**src/sv/thbe_pkg.sv**
```systemverilog
`timescale 1ns / 1ps
// ----------------------------------------------------------------------------
// thbe_pkg
// Shared widths, codes and types of the triangle hierarchical basis evaluator.
// ----------------------------------------------------------------------------
package thbe_pkg;

   // fixed field widths
   localparam int IN_W      = 16;
   localparam int OUT_W     = 17;
   localparam int MODE_W    = 4;
   localparam int ORDER_W   = 2;
   localparam int NUM_MODES = 10;

   // default number of fraction bits of the coordinates and results
   localparam int FRAC_BITS_DEF = 14;

   // saturation limits of a result field
   localparam int OUT_MAX_VAL = 2 ** (OUT_W - 1) - 1;
   localparam int OUT_MIN_VAL = -(2 ** (OUT_W - 1));

   // polynomial order codes
   localparam logic [ORDER_W-1:0] ORDER_LINEAR = 2'd1;
   localparam logic [ORDER_W-1:0] ORDER_QUAD   = 2'd2;
   localparam logic [ORDER_W-1:0] ORDER_CUBIC  = 2'd3;
   localparam logic [ORDER_W-1:0] ORDER_RESET  = ORDER_CUBIC;

   // final mode number for each order, bubble mode, index step
   localparam logic [MODE_W-1:0] LAST_MODE_LINEAR = 4'd2;
   localparam logic [MODE_W-1:0] LAST_MODE_QUAD   = 4'd5;
   localparam logic [MODE_W-1:0] LAST_MODE_CUBIC  = 4'd9;
   localparam logic [MODE_W-1:0] MODE_ONE         = 4'd1;
   localparam int                BUBBLE_MODE      = 9;

   // first level products (rounded), in slot order
   localparam int NUM_PROD = 9;
   localparam int P01  = 0;   // l0 * l1
   localparam int P12  = 1;   // l1 * l2
   localparam int P20  = 2;   // l2 * l0
   localparam int PGG  = 3;   // g * g
   localparam int PKK  = 4;   // k * k
   localparam int PL1G = 5;   // l1 * g
   localparam int PL2H = 6;   // l2 * h
   localparam int PL1H = 7;   // l1 * h
   localparam int PL2K = 8;   // l2 * k

   // second level products
   localparam int NUM_SQ = 4;
   localparam int Q01G   = 0; // p01 * g
   localparam int Q12H   = 1; // p12 * h
   localparam int Q20K   = 2; // p20 * k
   localparam int Q01L2  = 3; // p01 * l2

   // one finished mode: value and both partial derivatives
   typedef struct packed {
      logic signed [OUT_W-1:0] value;
      logic signed [OUT_W-1:0] d0;
      logic signed [OUT_W-1:0] d1;
   } result_type;

   // width of a barycentric coordinate held with frac+1 fraction bits
   function automatic int bary_width(input int frac);
      return (frac + 2 > IN_W + 2) ? frac + 2 : IN_W + 2;
   endfunction

endpackage

```
**src/sv/thbe_serial.sv**
```systemverilog
`timescale 1ns / 1ps
// ----------------------------------------------------------------------------
// thbe_serial
// Holds the finished modes of one point and sends them one per cycle unless
// stalled, taking the next point as the final mode of the current one leaves.
// ----------------------------------------------------------------------------
module thbe_serial (
   input  logic                                            clock,
   input  logic                                            reset,
   input  logic                                            in_valid,
   output logic                                            in_ready,
   input  thbe_pkg::result_type [thbe_pkg::NUM_MODES-1:0]  in_res,
   input  logic [thbe_pkg::ORDER_W-1:0]                    basis_order,
   output logic                                            out_valid,
   input  logic                                            out_stall,
   output logic [thbe_pkg::MODE_W-1:0]                     out_index,
   output logic signed [thbe_pkg::OUT_W-1:0]               out_value,
   output logic signed [thbe_pkg::OUT_W-1:0]               out_d0,
   output logic signed [thbe_pkg::OUT_W-1:0]               out_d1,
   output logic                                            out_last
);

   thbe_pkg::result_type [thbe_pkg::NUM_MODES-1:0] res_ff;
   logic [thbe_pkg::MODE_W-1:0] idx_ff, idx_in;
   logic                        busy_ff, busy_in;
   logic [thbe_pkg::MODE_W-1:0] last_idx;
   logic                        is_last, fire, done, load;

   // final mode number for the configured order
   always_comb begin
      case (basis_order)
         thbe_pkg::ORDER_CUBIC: last_idx = thbe_pkg::LAST_MODE_CUBIC;
         thbe_pkg::ORDER_QUAD:  last_idx = thbe_pkg::LAST_MODE_QUAD;
         default:               last_idx = thbe_pkg::LAST_MODE_LINEAR;
      endcase
   end

   assign is_last  = (idx_ff == last_idx);
   assign fire     = busy_ff && !out_stall;
   assign done     = fire && is_last;
   assign in_ready = !busy_ff || done;
   assign load     = in_valid && in_ready;

   // mode counter and busy flag
   always_comb begin
      busy_in = busy_ff;
      idx_in  = idx_ff;
      if (load) begin
         busy_in = 1'b1;
         idx_in  = '0;
      end else if (done) begin
         busy_in = 1'b0;
      end else if (fire) begin
         idx_in = idx_ff + thbe_pkg::MODE_ONE;
      end
   end

   always_ff @(posedge clock) begin
      if (reset) begin
         busy_ff <= 1'b0;
         idx_ff  <= '0;
      end else begin
         busy_ff <= busy_in;
         idx_ff  <= idx_in;
      end
   end

   // result holding register
   always_ff @(posedge clock) begin
      if (load) begin
         res_ff <= in_res;
      end
   end

   assign out_valid = busy_ff;
   assign out_index = idx_ff;
   assign out_value = res_ff[idx_ff].value;
   assign out_d0    = res_ff[idx_ff].d0;
   assign out_d1    = res_ff[idx_ff].d1;
   assign out_last  = is_last;

endmodule

```
**config.mk**
```make
export PLATFORM = sky130hd
export DESIGN_NAME = thbe_serial
export DESIGN_NICKNAME = d
export VERILOG_FILES = /design/src/sv/thbe_pkg.sv /design/src/sv/thbe_serial.sv
export SDC_FILE = /design/constraint.sdc
export NUM_CORES = 1
export LEC_CHECK = 0
export ABC_AREA = 0
export BUFFER_PORTS_ARGS = -buffer_cell sky130_fd_sc_hd__buf_4
export CORE_AREA = 2 2 222 224
export DETAILED_ROUTE_END_ITERATION = 12
export DIE_AREA = 0 0 224 226
export GPL_ROUTABILITY_DRIVEN = 0
export HOLD_SLACK_MARGIN = 0.06
export PLACE_DENSITY = 0.65
export SLEW_MARGIN = 15
export SYNTH_ARGS = -nofsm -noshare
export SYNTH_HDL_FRONTEND = slang
export SYNTH_SLANG_ARGS = --single-unit
export TNS_END_PERCENT = 20
```
**constraint.sdc**
```tcl
create_clock -name clock -period 25.6 [get_ports clock]
set_input_delay 2.56 -clock clock [delete_from_list [all_inputs] [get_ports clock]]
set_output_delay 2.56 -clock clock [all_outputs]
set_load 0.01 [all_outputs]
```
==> out/summary.md, run 1 <==
The run finished with clean final reports. The power density over the cells works out to 72.7 nW/um2. The post-CTS setup buffer count is 0.

For this run, the post-layout net count is 1,962. For this run the aggregate overflow at the end of global routing stands at 0. The worst slack at placement is 18.43 ns. The logs give 0.597 ns for the worst hold slack across all endpoints and 10,732 for the via count. For the worst setup path, the data arrival time is 4.06 ns. Each instance of the synthesized netlist takes up on average 22.9 um2.

For the worst flop-to-flop path, the logic depth is 7. The number of vias per cell works out to 5.08. For this configuration, the core starts out at a cell density of 40.4%. The net switching power of the design is 381 uW. On the worst path, the slowest cell contributes a delay of 0.87 ns.

The H-tree was split into 2 levels. TritonCTS built the clock tree. Of all cell types, the one taking the most synthesized area is sky130_fd_sc_hd__edfxtp_1. The sequential share of power was 52.2%; the total clock buffers created by CTS was 53. The run gives 11,458 as the via count of the first global-routing pass.

Post-place instance area: 24,500 um2. The tools report the final core utilization as 54.3%. The portion of the clock cycle consumed by the worst path in the final layout is 25.9%, and the post-placement cell count is 2,012. The most common cell in the synthesized netlist was sky130_fd_sc_hd__edfxtp_1. Of the total power, the clock network draws 40.5%. The number of filler instances in the final layout is 3,777. The run gives 0 as the final count of hold timing violations. Counting instances in the post-synthesis netlist gives the leading cell types as 510 x sky130_fd_sc_hd__edfxtp_1, 102 x sky130_fd_sc_hd__mux2i_1, 102 x sky130_fd_sc_hd__mux4_2. Sequential cells were found to cover 78.8% of the synthesized design area. The longest clock path from root to sink contains 3 buffers. The tool flagged a number of max-cap violations equal to 0. Wire length of the first global-routing pass: 71,600 um. The signal on the critical path passes through buf_4 -> buf_4 -> mux4_2 -> mux2i_1 -> o22ai_1 -> buf_4. The worst hold path passes through 2 cells.

Compared with the post-synthesis result, the final layout area differs by 34.3%. STA classifies the critical path endpoint as an output port. Entering global routing, the biggest net connects 186 pins.

The count of buffers added on input and output ports is 573. The die covers 50,600 um2. Net switching is 20.0% of the power.

The cell that appears most often on the critical path is sky130_fd_sc_hd__buf_4. After floorplanning, the core was divided into 81 placement rows. Leaving out filler cells and counting taps, the final layout contains 2,113. For the synthesized instance count, the log shows 853.

In this run the count of I/O pins placed on the die edge is 574. For the count of different cell masters after synthesis, the log shows 33. In this run, the number of DRC markers left after iteration 0 of detailed routing was 692.

The run gives 1.53 mW as the internal power of the cells. The worst setup path is launched from a flop. The most used flip-flop cell after synthesis is sky130_fd_sc_hd__edfxtp_1. In this run the worst path has a maximum fanout of 58.

The path class of the tightest hold or removal check is reg -> reg. The tools report the total count of max-transition violations in the final report as 0. For this design the static power due to leakage is 9.44 nW. The chip height was 226 um. The maximum frequency from static timing analysis came out at 0.151 GHz.

The synthesis-stage register bit count was 515; the required time at the endpoint of the critical path was 23.04 ns. Global routing consumed, over all layers together, 19.4% of the routing resources. The standard cell with the maximum stage delay on the critical path was sky130_fd_sc_hd__buf_4.

The detail-routed net length per standard cell was 23.6 um; the total DRC errors in the routed layout was 0. Clock latency on the worst-skew pair, taken at its later pin, is 0.59 ns. The number of endpoints failing setup at the final stage is 0.

The quantity of hold-fixing buffers added after cts is 0. The fraction of final layout cells with drive strength greater than 1 works out to 51.6%. In this run the horizontal extent of the chip is 224 um.

Measured slew at the worst slew-check pin: 1.09 ns. The clock arrives with 0.0274 ns of skew. The final critical path time including I/O delays and setup is 6.62 ns. TritonCTS sink count: 515. The detailed placer's ending HPWL was 34,800 um; the share of flip-flops with an asynchronous set or reset was 0%.

The final total power is 1.91 mW. The clock transition at the registers of the reported paths was 0.06 ns; the maximum ir drop on the vdd rail was 0.0000672 V. The category of the most critical setup path is reg -> out. For the number of antenna violations at the first check in global routing, the log shows 7.

During synthesis, Yosys emitted a total of 0 warnings. The number of flops mapped to enable cells by yosys is 510, and the post-cts repair resize count is 0. The number of iterations in the first detailed-routing pass came out at 5. Combinational cells account for 7.3% of the total power. The net count of the mapped netlist is 1,370.

By area the synthesized netlist is led by sky130_fd_sc_hd__edfxtp_1 78%, sky130_fd_sc_hd__mux4_2 12%, sky130_fd_sc_hd__mux2i_1 5.2%, sky130_fd_sc_hd__o22ai_1 1.6%, sky130_fd_sc_hd__buf_2 0.54%. The wire length after detailed routing is 49,900 um, and the standard cell core area is 48,300 um2. Setup repair after global routing left no endpoint under its margin.

Combined area of all synthesized cells: 19,600 um2. Setup slack on the critical path of the routed design comes to 18.98 ns. The area share of the largest cell type after synthesis came out at 78.3%. The tree is rooted in a sky130_fd_sc_hd__clkbuf_16. The post-route standard cell area excluding fillers is 26,300 um2, and the number of routed nets with antenna violations is 0. The worst slew margin relative to its limit is 27.2%, and the total negative setup slack is 0 ns.
-- power by group through the flow --
| stage | sequential, mW | combinational (mW) | clock (mW) |
|---|---|---|---|
| finish | 0.996 | 0.139 | 0.773 |
| global route | 1.00 | 0.150 | 0.824 |
| CTS | 0.997 | 0.141 | 0.792 |
| detailed placement | 1.01 | 0.141 | 0 |
| global placement | 1.01 | 0.138 | 0 |
| floorplan | 1.03 | 0.0566 | 0 |
-- flip-flops by register name, indices dropped and copies added, names as in the netlist --
register	cells
out_index	4
res_ff	510
out_valid	1
-- worst paths after layout --
path / end / slack (ns) / from
max: out_d0[3] / 18.98 / out_index[0]
min: out_valid / 0.60 / out_valid
max reg2reg: res_ff[285] / 19.87 / out_index[1]
min reg2reg: out_valid / 0.60 / out_valid
-- cells in the final DEF, fill, tap and decap left out, types with 2 or more instances in the layout --
cell type and instances:
sky130_fd_sc_hd__buf_4 583, sky130_fd_sc_hd__edfxtp_1 510, sky130_fd_sc_hd__mux2i_1 102, sky130_fd_sc_hd__mux4_2 102
sky130_fd_sc_hd__clkbuf_16 53, sky130_fd_sc_hd__o22ai_1 51, sky130_fd_sc_hd__clkinv_1 16, sky130_fd_sc_hd__clkbuf_1 10
sky130_fd_sc_hd__clkinv_2 9, sky130_fd_sc_hd__bufinv_16 8, sky130_fd_sc_hd__dfxtp_4 4, sky130_fd_sc_hd__nand4_1 3
sky130_fd_sc_hd__nor2_1 3, sky130_fd_sc_hd__nand2b_1 3, sky130_fd_sc_hd__a211oi_1 3, sky130_fd_sc_hd__inv_6 3
sky130_fd_sc_hd__diode_2 2, sky130_fd_sc_hd__or3_1 2, sky130_fd_sc_hd__nand2_1 2, sky130_fd_sc_hd__nor3_1 2
sky130_fd_sc_hd__o31ai_1 2
-- per-layer routing --
metal	global-route usage, %	wire length [um]	part of all wire (%)
met5	0	67	0.13
met4	6.73	1300	2.6
met3	7.75	5080	10
met2	33.5	25800	52
met1	22.0	17700	35
-- kinds of logic (layout without fill, tap and decap cells) --
| group | Yosys count | after routing | synth area share, % |
|---|---|---|---|
| flops | 515 | 515 | 78.8 |
| mux | 204 | 204 | 17.0 |
| compound gates | 64 | 64 | 2.19 |
| buf+inv | 48 | 684 | 1.29 |
| simple gates | 20 | 20 | 0.608 |
| fa+ha+maj | 1 | 1 | 0.0640 |
| xor+xnor | 1 | 1 | 0.0448 |
| other cells | 0 | 2 | 0 |
-- layout make-up --
type	instances	area (um2)	share of cell area [%]
well taps	622	778	2.96
diodes	2	5.00	0.0191
multi-input cells	290	3900	14.9
flip-flops and latches	515	15400	58.8
clock buffers	63	1360	5.20
clock inverters	36	372	1.42
repair buffers	584	4400	16.7
inverters	1	3.75	0.0143
-- worst max-delay path, delay by kind of cell, from the launching register on --
kind / cells / cell delay [ns]
buffers and inverters: 3 / 1.88
AOI/OAI and AO/OA: 1 / 0.14
DFF: 1 / 0.47
muxes: 2 / 0.87
No activity file was read; power rests on OpenSTA's default activity.
==> inputs of run 2 (changes only) <==
CORE_AREA = 2 2 226 228   (was 2 2 222 224)
DIE_AREA = 0 0 228 230   (was 0 0 224 226)
PLACE_DENSITY = 0.66   (was 0.65)
clock period = 5.85 ns   (was 25.6 ns; I/O delays follow)
==> out/summary.md, run 2 (synthesized netlist as in run 1, its figures left out) <==
The run gives 3.34 ns (-0.72 ns) as the signal arrival time at the worst endpoint. The worst setup path is of the reg -> out kind. Required time at the endpoint of the critical path: 5.27 ns (-17.77 ns). The worst setup path is captured at an output port. The number of core rows was 82 (+1.2%).

Setup repair after global routing left no endpoint under its margin. The TritonCTS sink count was 515 (unchanged). The tools report the via count as 10,923 (+1.8%). Based on the critical path, the design can be clocked at up to 0.254 GHz. The library cell used most frequently in the layout, excluding fill and tap cells, is sky130_fd_sc_hd__buf_4.

The number of iterations in the first detailed-routing pass was 4 (-1); the count of nets after finishing was 1,968 (+0.31%). The buffer levels on the longest clock path is 3 (unchanged). The top register by number of flip-flops was res_ff. The final cell count without fillers came out at 2,166 (+2.5%). The quantity of hold-fixing buffers added after cts was 0 (unchanged).

The number of antenna violations at the first check in global routing is 3 (-4), and the post-CTS setup buffer count is 0 (unchanged). After layout, the worst path uses 67.2% of the clock period. The fraction of final layout cells with drive strength greater than 1 works out to 51.9% (+0.30 points). The worst setup path is launched from a flop.

The tools report the post-route standard cell area excluding fillers as 26,400 um2 (+0.64%). In the layout the commonest cells are 581 x sky130_fd_sc_hd__buf_4, 510 x sky130_fd_sc_hd__edfxtp_1, 102 x sky130_fd_sc_hd__mux2i_1, 102 x sky130_fd_sc_hd__mux4_2, 56 x sky130_fd_sc_hd__clkbuf_16. Number of routed nets with antenna violations: 0 (unchanged).

For the wire length of the first global-routing pass, the log shows 74,200 um (+3.6%). For the final core utilization, the log shows 53.0% (-1.3 points). For the total count of max-transition violations in the final report, the log shows 0 (unchanged).

The run finished with clean final reports. The aggregate global-route resource usage is 19.4% (-0.057 points). The number of flip-flops under the largest register name works out to 510 (unchanged).

The run gives 2.12 ns (-16.31 ns) as the worst slack at placement. The cell at the root of the clock tree was sky130_fd_sc_hd__clkbuf_16. For the detailed placer's ending HPWL, the log shows 36,200 um (+4.0%). The power density over the cells was 316 nW/um2 (+330%); the detail-routed net length per standard cell was 23.8 um (+0.67%). The run gives 51,500 um (+3.2%) as the wire length after detailed routing.

The clock transition at the registers of the reported paths is 0.06 ns (about the same), and the worst slew margin relative to its limit is 31.9% (+4.8 points). The measured slew at the worst slew-check pin came out at 1.02 ns (-0.0714 ns). The chip height came out at 230 um (+1.8%). The tools report the maximum ir drop on the vdd rail as 0.000218 V (+220%). The area added between synthesis and finish is 35.1%. The number of vias per cell works out to 5.04 (-0.71%). The standby leakage power was 9.48 nW (+0.44%). The number of input and output port buffers inserted is 573 (unchanged), and the total DRC errors in the routed layout is 0 (unchanged). The highest fanout seen on the critical path came out at 65 (+12%). For the number of endpoints failing setup at the final stage, the log shows 0 (unchanged).

The final critical path time including I/O delays and setup is 3.93 ns, and the worst hold slack across all endpoints is 0.171 ns (-0.425 ns). The post-place instance area is 24,700 um2 (+0.66%), and the largest net degree at the start of global routing is 95 (-49%). Type of the worst min-delay path: in -> reg. For the I/O pin count, the log shows 574 (unchanged). The via count of the first global-routing pass was 11,739 (+2.5%). The area of the die is 52,400 um2 (+3.6%), and the total clock buffers created by CTS is 55 (+3.8%).

The effective utilization at floorplan was 39.2% (-1.2 points); the final count of hold timing violations was 0 (unchanged). For the number of maximum-capacitance violations, the log shows 0 (unchanged). The post-placement cell count was 2,066 (+2.7%). Remaining global-route overflow: 0 (unchanged). The least setup slack across all paths after layout was 1.92 ns (-17.06 ns). The tools report the final total power as 8.35 mW (+340%).

The total negative setup slack is 0 ns (unchanged). The post-cts repair resize count is 0 (unchanged), and the clock latency on the worst-skew pair is 0.59 ns (about the same). Post-route clock skew: 0.0142 ns (-0.0132 ns). The logs give 0 (-2) for the count of inserted antenna diode cells and 2 (unchanged) for the H-tree level count. The tools report the standard cell core area as 49,900 um2 (+3.1%). The count of routing violations after the opening detailed-route iteration was 833 (+20%). The horizontal die dimension works out to 228 um (+1.8%).

TritonCTS built the clock tree.
run 2: cell types whose count changed in the layout (fill, tap and decap cells not counted):
cell,delta
sky130_fd_sc_hd__clkbuf_1,+2
sky130_fd_sc_hd__clkinv_8,+1
sky130_fd_sc_hd__nand2_4,-1
sky130_fd_sc_hd__clkinv_4,+1
sky130_fd_sc_hd__diode_2,-2
sky130_fd_sc_hd__nand2_2,+1
sky130_fd_sc_hd__clkinvlp_4,+1
sky130_fd_sc_hd__buf_12,+6
sky130_fd_sc_hd__clkbuf_16,+3
sky130_fd_sc_hd__bufinv_16,-3
sky130_fd_sc_hd__buf_4,-2
sky130_fd_sc_hd__clkinv_1,-4
run 2: worst paths after layout:
check	to	slack (ns)	cells past startpoint	start
max	out_d0[3]	1.92	5	out_index[1]
min	res_ff[491]	0.17	1	in_res[491]
max reg2reg	res_ff[132]	2.18	5	out_index[1]
min reg2reg	out_valid	0.57	2	out_valid
run 2: final cells by class:
class / count / area (um2)
clock inverter: 32 / 299
timing repair buffer: 588 / 4500
clock buffer: 68 / 1450
tap: 672 / 841
inverter: 1 / 3.75
multi-input combinational: 290 / 3900
sequential: 515 / 15400
fill: 4048 / 23400
run 2: power by group:
group / total [mW] / leakage [nW] / switching [mW] / internal (mW)
sequential: 4.36 / 4.90 / 0.0593 / 4.30
combinational: 0.638 / 3.73 / 0.261 / 0.377
clock: 3.35 / 0.854 / 1.38 / 1.97
total: 8.35 / 9.48 / 1.70 / 6.65
run 2: worst max-delay path, stage by stage (launching register included):
cell and delay, ns:
sky130_fd_sc_hd__dfxtp_4 1.00, sky130_fd_sc_hd__buf_4 0.73, sky130_fd_sc_hd__mux4_2 0.42, sky130_fd_sc_hd__mux2i_1 0.24
sky130_fd_sc_hd__o22ai_1 0.14, sky130_fd_sc_hd__buf_4 0.20
run 2: routing by layer:
metal,up-vias,GRT usage [%],wire length [um]
li1,4843,-,-
met1,5508,23.9,19800
met2,478,32.7,26100
met3,88,5.68,4190
met4,6,6.62,1430
met5,-,0,46
==> inputs of run 3 (changes only) <==
CORE_AREA = 2 2 222 224   (was 2 2 226 228)
DIE_AREA = 0 0 224 226   (was 0 0 228 230)
PLACE_DENSITY = 0.65   (was 0.66)
clock period = 4.1 ns   (was 5.85 ns; I/O delays follow)
==> out/summary.md, run 3 <==
The cell taking the most area after synthesis is sky130_fd_sc_hd__edfxtp_1. For the detailed placer's ending HPWL, the log shows 37,300 um (+3.2%). The tools report the H-tree level count as 2 (unchanged). The chip height is 226 um (-1.7%), and the average instance area after synthesis is 22.9 um2 (unchanged).

The area share of the largest cell type after synthesis is 78.3% (unchanged), and the post-CTS setup buffer count is 0 (unchanged). The root buffer cell chosen for the clock tree is sky130_fd_sc_hd__clkbuf_16. The run gives 515 (unchanged) as the TritonCTS sink count. The synthesis-stage register bit count came out at 515 (unchanged). It got as far as clock tree synthesis (4_1_cts) and failed there.

The number of flops mapped to enable cells by yosys works out to 510 (unchanged). The count of different cell masters after synthesis was 33 (unchanged); the number of core rows was 81 (-1.2%). The combined area of all synthesized cells is 19,600 um2 (unchanged), and the I/O pin count is 574 (unchanged).

The number of input and output port buffers inserted came out at 573 (unchanged). The most common cell in the synthesized netlist was sky130_fd_sc_hd__edfxtp_1. The first error in the log reads "[ERROR RSZ-0060] Max buffer count reached".

The run gives 425 (+425) as the quantity of hold-fixing buffers added after cts. The most used flip-flop cell after synthesis is sky130_fd_sc_hd__edfxtp_1. For the effective utilization at floorplan, the log shows 40.4% (+1.2 points). Post-place instance area: 24,700 um2 (about the same).

The horizontal die dimension was 224 um (-1.8%); the sequential share of the synthesized area was 78.8% (unchanged). For the buffer levels on the longest clock path, the log shows 3 (unchanged). The total clock buffers created by CTS came out at 54 (-1.8%). The total of warnings raised by yosys was 0 (unchanged); the post-cts repair resize count was 0 (unchanged). Ranked by total cell area, the synthesized netlist is headed by sky130_fd_sc_hd__edfxtp_1 78%, sky130_fd_sc_hd__mux4_2 12%, sky130_fd_sc_hd__mux2i_1 5.2%, sky130_fd_sc_hd__o22ai_1 1.6%, sky130_fd_sc_hd__buf_2 0.54%.

The flow did not finish. The share of flip-flops with an asynchronous set or reset is 0% (unchanged). By count the netlist is led by 510 x sky130_fd_sc_hd__edfxtp_1, 102 x sky130_fd_sc_hd__mux2i_1, 102 x sky130_fd_sc_hd__mux4_2. The synthesized instance count is 853 (unchanged). For the net count of the mapped netlist, the log shows 1,370 (unchanged).
==> run 3: logic make-up after synthesis <==
| logic type | share of synthesized area, % |
|---|---|
| AO/OA/AOI/OAI | 2.19 |
| XOR/XNOR | 0.0448 |
| adder cells (fa/ha/maj) | 0.0640 |
| buffers and inverters | 1.29 |
| flip-flops | 78.8 |
| multiplexers | 17.0 |
| AND/OR/NAND/NOR | 0.608 |
==> run 3: stage by stage <==
| stage | setup slack [ns] | cells | utilization [%] |
|---|---|---|---|
| after global placement | 1.05 | 2025 | 51.1 |
| after detailed placement | 0.962 | 2025 | 51.1 |
| after floorplan | -1.42 | 853 | - |
==> inputs of run 4 (changes only) <==
CORE_AREA = not set   (was 2 2 222 224)
CORE_UTILIZATION = 40   (was not set)
DIE_AREA = not set   (was 0 0 224 226)
HOLD_SLACK_MARGIN = not set   (was 0.06)
PLACE_DENSITY = not set   (was 0.65)
PLACE_DENSITY_LB_ADDON = 0.15   (was not set)
==> out/summary.md, run 4 <==
Number of flops mapped to enable cells by yosys: 510 (unchanged). The most common cell in the synthesized netlist was sky130_fd_sc_hd__edfxtp_1. In the synthesized netlist the dominant register cell turns out to be sky130_fd_sc_hd__edfxtp_1. The terminating stage of the flow was clock tree synthesis (4_1_cts). The area share of the largest cell type after synthesis was 78.3% (unchanged). The tool reported: "[ERROR RSZ-0060] Max buffer count reached". Worst slack at placement: 1.08 ns (+0.114 ns). For the net count of the mapped netlist, the log shows 1,370 (unchanged).

The chip height works out to 223 um (-1.3%). The sequential share of the synthesized area is 78.8% (unchanged), and the synthesized instance count is 853 (unchanged). The number of input and output port buffers inserted is 573 (unchanged). After synthesis, the cell types taking the most area are sky130_fd_sc_hd__edfxtp_1 78%, sky130_fd_sc_hd__mux4_2 12%, sky130_fd_sc_hd__mux2i_1 5.2%, sky130_fd_sc_hd__o22ai_1 1.6%, sky130_fd_sc_hd__buf_2 0.54%. The number of core rows was 80 (-1.2%); the post-CTS setup buffer count was 0 (unchanged).

The flow did not finish. The count of different cell masters after synthesis was 33 (unchanged). The post-cts repair resize count was 0 (unchanged); the synthesis-stage register bit count was 515 (unchanged). The tools report the effective utilization at floorplan as 40.8% (+0.33 points).

The I/O pin count came out at 574 (unchanged). The total of warnings raised by yosys was 0 (unchanged). The share of flip-flops with an asynchronous set or reset works out to 0% (unchanged). Counting instances in the post-synthesis netlist gives the leading cell types as 510 x sky130_fd_sc_hd__edfxtp_1, 102 x sky130_fd_sc_hd__mux2i_1, 102 x sky130_fd_sc_hd__mux4_2. The buffer levels on the longest clock path was 3 (unchanged). The tree is rooted in a sky130_fd_sc_hd__clkbuf_16. Summed over all instances, the cell type with the most area after synthesis is sky130_fd_sc_hd__edfxtp_1. The TritonCTS sink count is 515 (unchanged), and the H-tree level count is 2 (unchanged).

The total clock buffers created by CTS was 54 (unchanged); the combined area of all synthesized cells was 19,600 um2 (unchanged). The horizontal die dimension was 223 um (-0.40%). The average instance area after synthesis works out to 22.9 um2 (unchanged).

The post-place instance area was 24,700 um2 (+0.20%); the quantity of hold-fixing buffers added after cts was 424 (-0.24%). For the detailed placer's ending HPWL, the log shows 37,100 um (-0.69%).
-- run 4: cells by family after synthesis --
| kind of cell | Yosys count | synth area share (%) |
|---|---|---|
| DFF | 515 | 78.8 |
| muxes | 204 | 17.0 |
| AOI/OAI and AO/OA | 64 | 2.19 |
| buffers and inverters | 48 | 1.29 |
| and+or+nand+nor | 20 | 0.608 |
| xor gates and xnor gates | 1 | 0.0448 |
| adders and majority gates | 1 | 0.0640 |
-- run 4: stage by stage --
stage	hold WS, ns	std cells
after floorplan	0.483	853
after global placement	0.545	2018
after detailed placement	0.589	2018
